File: config.mk
export PLATFORM = sky130hd
export DESIGN_NAME = selectable_order_lfsr_generator
export DESIGN_NICKNAME = d
export VERILOG_FILES = /design/src/design/solg_pkg.sv /design/src/design/solg_step.sv /design/src/design/selectable_order_lfsr_generator.sv
export SDC_FILE = /design/constraint.sdc
export NUM_CORES = 1
export LEC_CHECK = 0
export BUFFER_PORTS_ARGS = -buffer_cell sky130_fd_sc_hd__buf_2
export CAP_MARGIN = 10
export CORE_UTILIZATION = 51
export DETAILED_ROUTE_END_ITERATION = 7
export HOLD_SLACK_MARGIN = 0.12
export PLACE_DENSITY = 0.77
export RECOVER_POWER = 100
export SYNTH_ARGS = -nofsm -noshare
export SYNTH_HDL_FRONTEND = slang
export SYNTH_HIERARCHICAL = 1
export SYNTH_SLANG_ARGS = --single-unit
export TNS_END_PERCENT = 20
File: constraint.sdc
create_clock -name clk -period 3.8 [get_ports clk]
set_input_delay 0.76 -clock clk [delete_from_list [all_inputs] [get_ports clk]]
set_output_delay 0.76 -clock clk [all_outputs]
set_load 0.005 [all_outputs]
File: src/design/solg_pkg.sv
// ----------------------------------------------------------------------------
// solg_pkg
// Shared types, constants and tap tables for the selectable-order generator.
// ----------------------------------------------------------------------------
package solg_pkg;

  localparam int unsigned SEQ_W    = 31;
  localparam int unsigned SEQ_IW   = $clog2(SEQ_W);
  localparam int unsigned ORDER_W  = 6;
  localparam int unsigned CFG_AW   = 3;
  localparam int unsigned CFG_DW   = 32;

  localparam logic [ORDER_W-1:0] ORDER_RESET = 6'd16;

  // Register index carried on paddr[2]
  localparam logic REG_ORDER = 1'b0;

  typedef logic [SEQ_W-1:0]   seq_t;
  typedef logic [ORDER_W-1:0] order_t;

  typedef struct packed {
    seq_t state_nxt;
    logic state_we;
    seq_t value;
    logic unsupported;
  } step_res_t;

  function automatic seq_t tb(input int unsigned n);
    seq_t m;
    m = '0;
    m[SEQ_IW'(n - 1)] = 1'b1;
    return m;
  endfunction

  // Feedback taps per order; zero marks an order without an entry.
  function automatic seq_t tap_mask(input order_t order);
    seq_t t;
    unique case (order)
      6'd3:    t = tb(2) | tb(3);
      6'd4:    t = tb(3) | tb(4);
      6'd5:    t = tb(4) | tb(5);
      6'd6:    t = tb(5) | tb(6);
      6'd7:    t = tb(6) | tb(7);
      6'd8:    t = tb(2) | tb(3) | tb(4) | tb(8);
      6'd9:    t = tb(5) | tb(9);
      6'd10:   t = tb(7) | tb(10);
      6'd11:   t = tb(9) | tb(11);
      6'd12:   t = tb(2) | tb(10) | tb(11) | tb(12);
      6'd13:   t = tb(1) | tb(11) | tb(12) | tb(13);
      6'd14:   t = tb(2) | tb(12) | tb(13) | tb(14);
      6'd15:   t = tb(14) | tb(15);
      6'd16:   t = tb(11) | tb(13) | tb(14) | tb(16);
      6'd17:   t = tb(14) | tb(17);
      6'd18:   t = tb(11) | tb(18);
      6'd19:   t = tb(14) | tb(17) | tb(18) | tb(19);
      6'd20:   t = tb(17) | tb(20);
      6'd31:   t = tb(7) | tb(31);
      default: t = '0;
    endcase
    return t;
  endfunction

  // Low order bits set; valid for orders below 32.
  function automatic seq_t low_ones_mask(input order_t order);
    return ~({SEQ_W{1'b1}} << order[4:0]);
  endfunction

endpackage

File: src/design/solg_step.sv
// ----------------------------------------------------------------------------
// solg_step
// One generator step: restart or advance, output mapping and order check.
// ----------------------------------------------------------------------------
module solg_step (
  input  solg_pkg::seq_t      state,
  input  solg_pkg::order_t    order,
  input  logic                restart,
  output solg_pkg::step_res_t res
);
  import solg_pkg::*;

  seq_t taps;
  seq_t mask;
  seq_t adv;
  logic fb;

  assign taps = tap_mask(order);
  assign mask = low_ones_mask(order);
  assign fb   = ^(state & taps);
  assign adv  = {state[SEQ_W-2:0], fb} & mask;

  always_comb begin
    res = '0;
    if (taps == '0) begin
      // hold state, flag the order
      res.state_nxt   = state;
      res.state_we    = 1'b0;
      res.value       = '0;
      res.unsupported = 1'b1;
    end else if (restart) begin
      res.state_nxt   = mask;
      res.state_we    = 1'b1;
      res.value       = mask;
      res.unsupported = 1'b0;
    end else begin
      res.state_nxt   = adv;
      res.state_we    = 1'b1;
      // show all ones as zero so zero appears in place of all ones
      res.value       = (adv == mask) ? '0 : adv;
      res.unsupported = 1'b0;
    end
  end

endmodule

File: src/design/selectable_order_lfsr_generator.sv
// ----------------------------------------------------------------------------
// selectable_order_lfsr_generator
// Shift-register sequence generator with selectable order.
// ----------------------------------------------------------------------------
// Usage:
//   Input channel (in_valid/in_stall/in_restart): each request reloads all ones
//   (in_restart=1) or advances one step (in_restart=0); unsupported orders hold.
//   Result channel (out_valid/out_stall): one result per request carrying
//   out_sequence_value and out_order_unsupported.
//   Config port (APB style): register "order" at address 0, 6 bits.
// Timing:
//   Each accepted result is registered in the output register, or in the
//   one-entry skid register when the receiver stalls; in_stall is high
//   only while that skid entry is occupied. One request per cycle is
//   taken while in_stall is low; the step is a single shift plus a tap XOR.
// Reset:
//   rst_n (synchronous) clears the shift register to zero, sets order to
//   16 and empties the output and skid registers.
// ----------------------------------------------------------------------------
module selectable_order_lfsr_generator (
  input  logic                       clk,
  input  logic                       rst_n,
  input  logic                       in_valid,
  output logic                       in_stall,
  input  logic                       in_restart,
  output logic                       out_valid,
  input  logic                       out_stall,
  output logic [solg_pkg::SEQ_W-1:0] out_sequence_value,
  output logic                       out_order_unsupported,
  input  logic                       psel,
  input  logic                       penable,
  input  logic                       pwrite,
  input  logic [solg_pkg::CFG_AW-1:0] paddr,
  input  logic [solg_pkg::CFG_DW-1:0] pwdata,
  output logic [solg_pkg::CFG_DW-1:0] prdata,
  output logic                       pready
);
  import solg_pkg::*;

  order_t    order_r;
  seq_t      state_r;
  logic      out_valid_r;
  seq_t      out_value_r;
  logic      out_uns_r;
  logic      skid_valid_r;
  seq_t      skid_value_r;
  logic      skid_uns_r;

  step_res_t step;
  logic      accept;
  logic      out_free;
  logic      cfg_wr;

  assign pready = 1'b1;
  assign cfg_wr = psel && penable && pwrite && (paddr[2] == REG_ORDER);
  assign prdata = (paddr[2] == REG_ORDER) ? {{(CFG_DW-ORDER_W){1'b0}}, order_r} : '0;

  always_ff @(posedge clk) begin
    if (!rst_n) begin
      order_r <= ORDER_RESET;
    end else if (cfg_wr) begin
      order_r <= pwdata[ORDER_W-1:0];
    end
  end

  solg_step u_step (
    .state   (state_r),
    .order   (order_r),
    .restart (in_restart),
    .res     (step)
  );

  assign in_stall = skid_valid_r;
  assign accept   = in_valid && !skid_valid_r;
  assign out_free = !out_valid_r || !out_stall;

  always_ff @(posedge clk) begin
    if (!rst_n) begin
      state_r <= '0;
    end else if (accept && step.state_we) begin
      state_r <= step.state_nxt;
    end
  end

  always_ff @(posedge clk) begin
    if (!rst_n) begin
      out_valid_r  <= 1'b0;
      skid_valid_r <= 1'b0;
    end else if (out_free) begin
      // drain skid first; accept is blocked while it holds a result
      if (skid_valid_r) begin
        out_valid_r  <= 1'b1;
        skid_valid_r <= 1'b0;
      end else begin
        out_valid_r  <= accept;
      end
    end else if (accept) begin
      skid_valid_r <= 1'b1;
    end
  end

  always_ff @(posedge clk) begin
    if (out_free) begin
      if (skid_valid_r) begin
        out_value_r <= skid_value_r;
        out_uns_r   <= skid_uns_r;
      end else if (accept) begin
        out_value_r <= step.value;
        out_uns_r   <= step.unsupported;
      end
    end else if (accept) begin
      skid_value_r <= step.value;
      skid_uns_r   <= step.unsupported;
    end
  end

  assign out_valid             = out_valid_r;
  assign out_sequence_value    = out_value_r;
  assign out_order_unsupported = out_uns_r;

endmodule
==> impl_metrics.json <==
{
  "synth_area_leaders": "edfxtp_1 32%, dfxtp_1 13%, nand2_1 8.3%, mux2i_1 6.4%, mux2_2 5.9%",
  "synth_top_area_share_pct": 31.6,
  "finalHoldViolCount": 0,
  "met1_length_um": 6770,
  "fin_nets": 738,
  "syn_area_um2": 6080,
  "fin_cells": 837,
  "ys_seq_area_share_pct": 44.5,
  "whs_ns": 0.498,
  "slew_viol_final": 120,
  "place_hpwl_um": 10600,
  "syn_avg_cell_area_um2": 9.51,
  "rsz0062_at_grt": "no",
  "violations": "design-rule violations, max-capacitance violations, max-slew violations",
  "vias": 5016,
  "tightestPinTransition_ns": 2.07,
  "yosysMostFrequentCell": "nand2_1",
  "synth_top_cells_by_count": "135 x nand2_1, 64 x edfxtp_1, 40 x nor2_1, 39 x dfxtp_1, 39 x mux2i_1",
  "drtAntennaViolNets": 0,
  "synthArstFlopShare_pct": 0,
  "drc": 14,
  "startpoint_type": "flop",
  "ys_ff_latch": 103,
  "wl_um": 15400,
  "required_ns": 4.02,
  "cts_root_buffer": "clkbuf_16",
  "synth_top_cell_by_area": "edfxtp_1",
  "fp.dieH_um": 111,
  "slew_headroom_pct": -38.1,
  "min_path_type": "reg -> reg",
  "fin_setup_tns_ns": 0,
  "cts_sinks": 103,
  "drive_gt1_share_pct": 19.7,
  "drt-vias-per-instance": 5.99,
  "grt_pass1_vias": 4796,
  "cts_tree": "built",
  "maxCapViolations": 3,
  "synthFlopType": "edfxtp_1",
  "clk_latency_ns": 0.35,
  "track_usage_pct": 25.4,
  "place.gp.congestion": 0.933,
  "power_uw": 2620,
  "port-buffer-count": 54,
  "arrival_ns": 3.85,
  "path_clk_slew_ns": 0.07,
  "firstDrtPassIters": 8,
  "post_cts_buffers": 0,
  "wire_per_inst_um": 18.4,
  "cellLeakagePower_uw": 0.00255,
  "dr.max_layer_used": "met4",
  "start_util_pct": 52.8,
  "power_density_nw_per_um2": 386,
  "max-vdd-ir-drop_mv": 0.216,
  "io_pins": 110,
  "crit_fanout": 18,
  "ys_types": 68,
  "crit_path_end_kind": "flop",
  "cts_max_level": 3,
  "antennaDiodeCount": 0,
  "timing.fmax_mhz": 276,
  "crit_type": "reg -> reg",
  "die_w_um": 111,
  "status": "finished with violations",
  "dieArea_um2": 12400,
  "synth_edf_count": 64,
  "grt_overflow": 0,
  "cts_buffers": 9,
  "antenna_found_initial": 0,
  "finalCritPeriodShare_pct": 95.5,
  "skew_ns": 0.00888,
  "areaGrowthSynthToFinish_pct": 11.7,
  "drt_iter0_markers": 625,
  "wl_met3_um": 1190,
  "synthCells": 639,
  "nFillCells": 1016,
  "setup_viol": 0,
  "core_um2": 11500,
  "clockBufferDepth": 2,
  "place_inst": 821,
  "grt_pass1_wl_um": 24600,
  "ys_warn_count": 6,
  "grt_start_max_net_pins": 50,
  "min_period_ns": 3.63,
  "wl_met2_um": 7180,
  "rows": 39
}
==> metrics by stage <==
| step | setup WS (ns) | util, % | cell area, µm² |
|---|---|---|---|
| after floorplan | 0.0950 | - | 6170 |
| final | 0.172 | 58.9 | 6790 |
| after detailed placement | 0.197 | 56.2 | 6470 |
| after CTS | 0.121 | 59.1 | 6800 |
| after global routing | 0.0186 | 58.9 | 6790 |
| after global placement | 0.250 | 56.2 | 6470 |
==> path summary, 6_finish.rpt <==
check / start / endpoint / slack [ns] / depth (start not counted)
max: order_r[0]$_SDFFE_PN0P_ / out_sequence_value[13]$_DFFE_PP_ / 0.17 / 12
min: state_r[28]$_SDFFE_PN0P_ / state_r[28]$_SDFFE_PN0P_ / 0.50 / 2
max reg2reg: order_r[0]$_SDFFE_PN0P_ / out_sequence_value[13]$_DFFE_PP_ / 0.17 / 12
min reg2reg: state_r[28]$_SDFFE_PN0P_ / state_r[28]$_SDFFE_PN0P_ / 0.50 / 2
==> layout make-up <==
| cell class | instances | area, µm² | share of cell area (%) |
|---|---|---|---|
| Tap cell | 143 | 179 | 2.64 |
| Multi-Input combinational cell | 476 | 3010 | 44.3 |
| Clock inverter | 5 | 67.6 | 0.996 |
| Clock buffer | 11 | 264 | 3.89 |
| Sequential cell | 103 | 2700 | 39.8 |
| Inverter | 10 | 37.5 | 0.553 |
| Timing Repair Buffer | 89 | 528 | 7.78 |
==> state kept, by name (all words and copies together), names as in the netlist <==
| signal | flops |
|---|---|
| in_stall | 1 |
| out_valid | 1 |
| skid_uns_r | 1 |
| out_sequence_value | 31 |
| state_r | 31 |
| skid_value_r | 31 |
| order_r | 6 |
| out_order_unsupported | 1 |
==> per-layer routing <==
| layer | vias to the layer above | global-route usage, % |
|---|---|---|
| li1 | 2362 | - |
| met3 | 20 | 5.47 |
| met5 | - | 0 |
| met4 | 0 | 8.56 |
| met1 | 2393 | 33.6 |
| met2 | 241 | 41.3 |
==> power breakdown <==
group	switching (µW)	total, µW	internal [µW]
Clock	426	1010	579
Sequential	45.9	1300	1250
Combinational	188	319	131
==> worst max-delay path, cell delays in order, from the launching register on <==
cell,delay (ns)
dfxtp_1,0.33
inv_1,0.08
ha_1,0.19
or4b_1,0.46
a21oi_1,0.26
a22oi_1,0.15
xnor2_1,0.19
xnor3_1,0.53
nor3_2,0.36
nor4_4,0.08
buf_12,0.19
nor4_1,0.41
mux2_2,0.24
==> repair_timing <==
item                       CTS  global route
setup endpoints to repair    0             3
hold buffers                 0             0
resized for setup            0             3
==> cells by family (layout without fill, tap and decap cells) <==
logic type	count (synthesis)	count (layout)	synth area share [%]
buffers and inverters	85	115	8.09
other	2	27	0.124
AOI/OAI and AO/OA	116	116	13.0
xor gates and xnor gates	10	10	1.67
and+or+nand+nor	245	245	18.9
DFF	103	103	44.5
muxes	71	71	12.4
adders and majority gates	7	7	1.40
==> placed cells by master (no fill, tap or decap), drive strengths merged, types with 3 or more instances in the layout <==
master    n
nand3b    5
buf      71
o211ai    4
xnor2     6
nand2   135
inv      12
conb     27
a31oi     3
nor2b     9
dfxtp    39
nor3b     4
xor2      3
a211oi   10
nor3     16
o22ai    12
clkbuf   29
o31ai    19
nand2b    4
edfxtp   64
o21ai    19
or3b      5
mux2i    39
nor2     41
o221ai    8
ha        6
a21oi    21
a22oi     3
nor4     10
mux2     32
nand3     3
No activity file was read; power rests on OpenSTA's default activity.
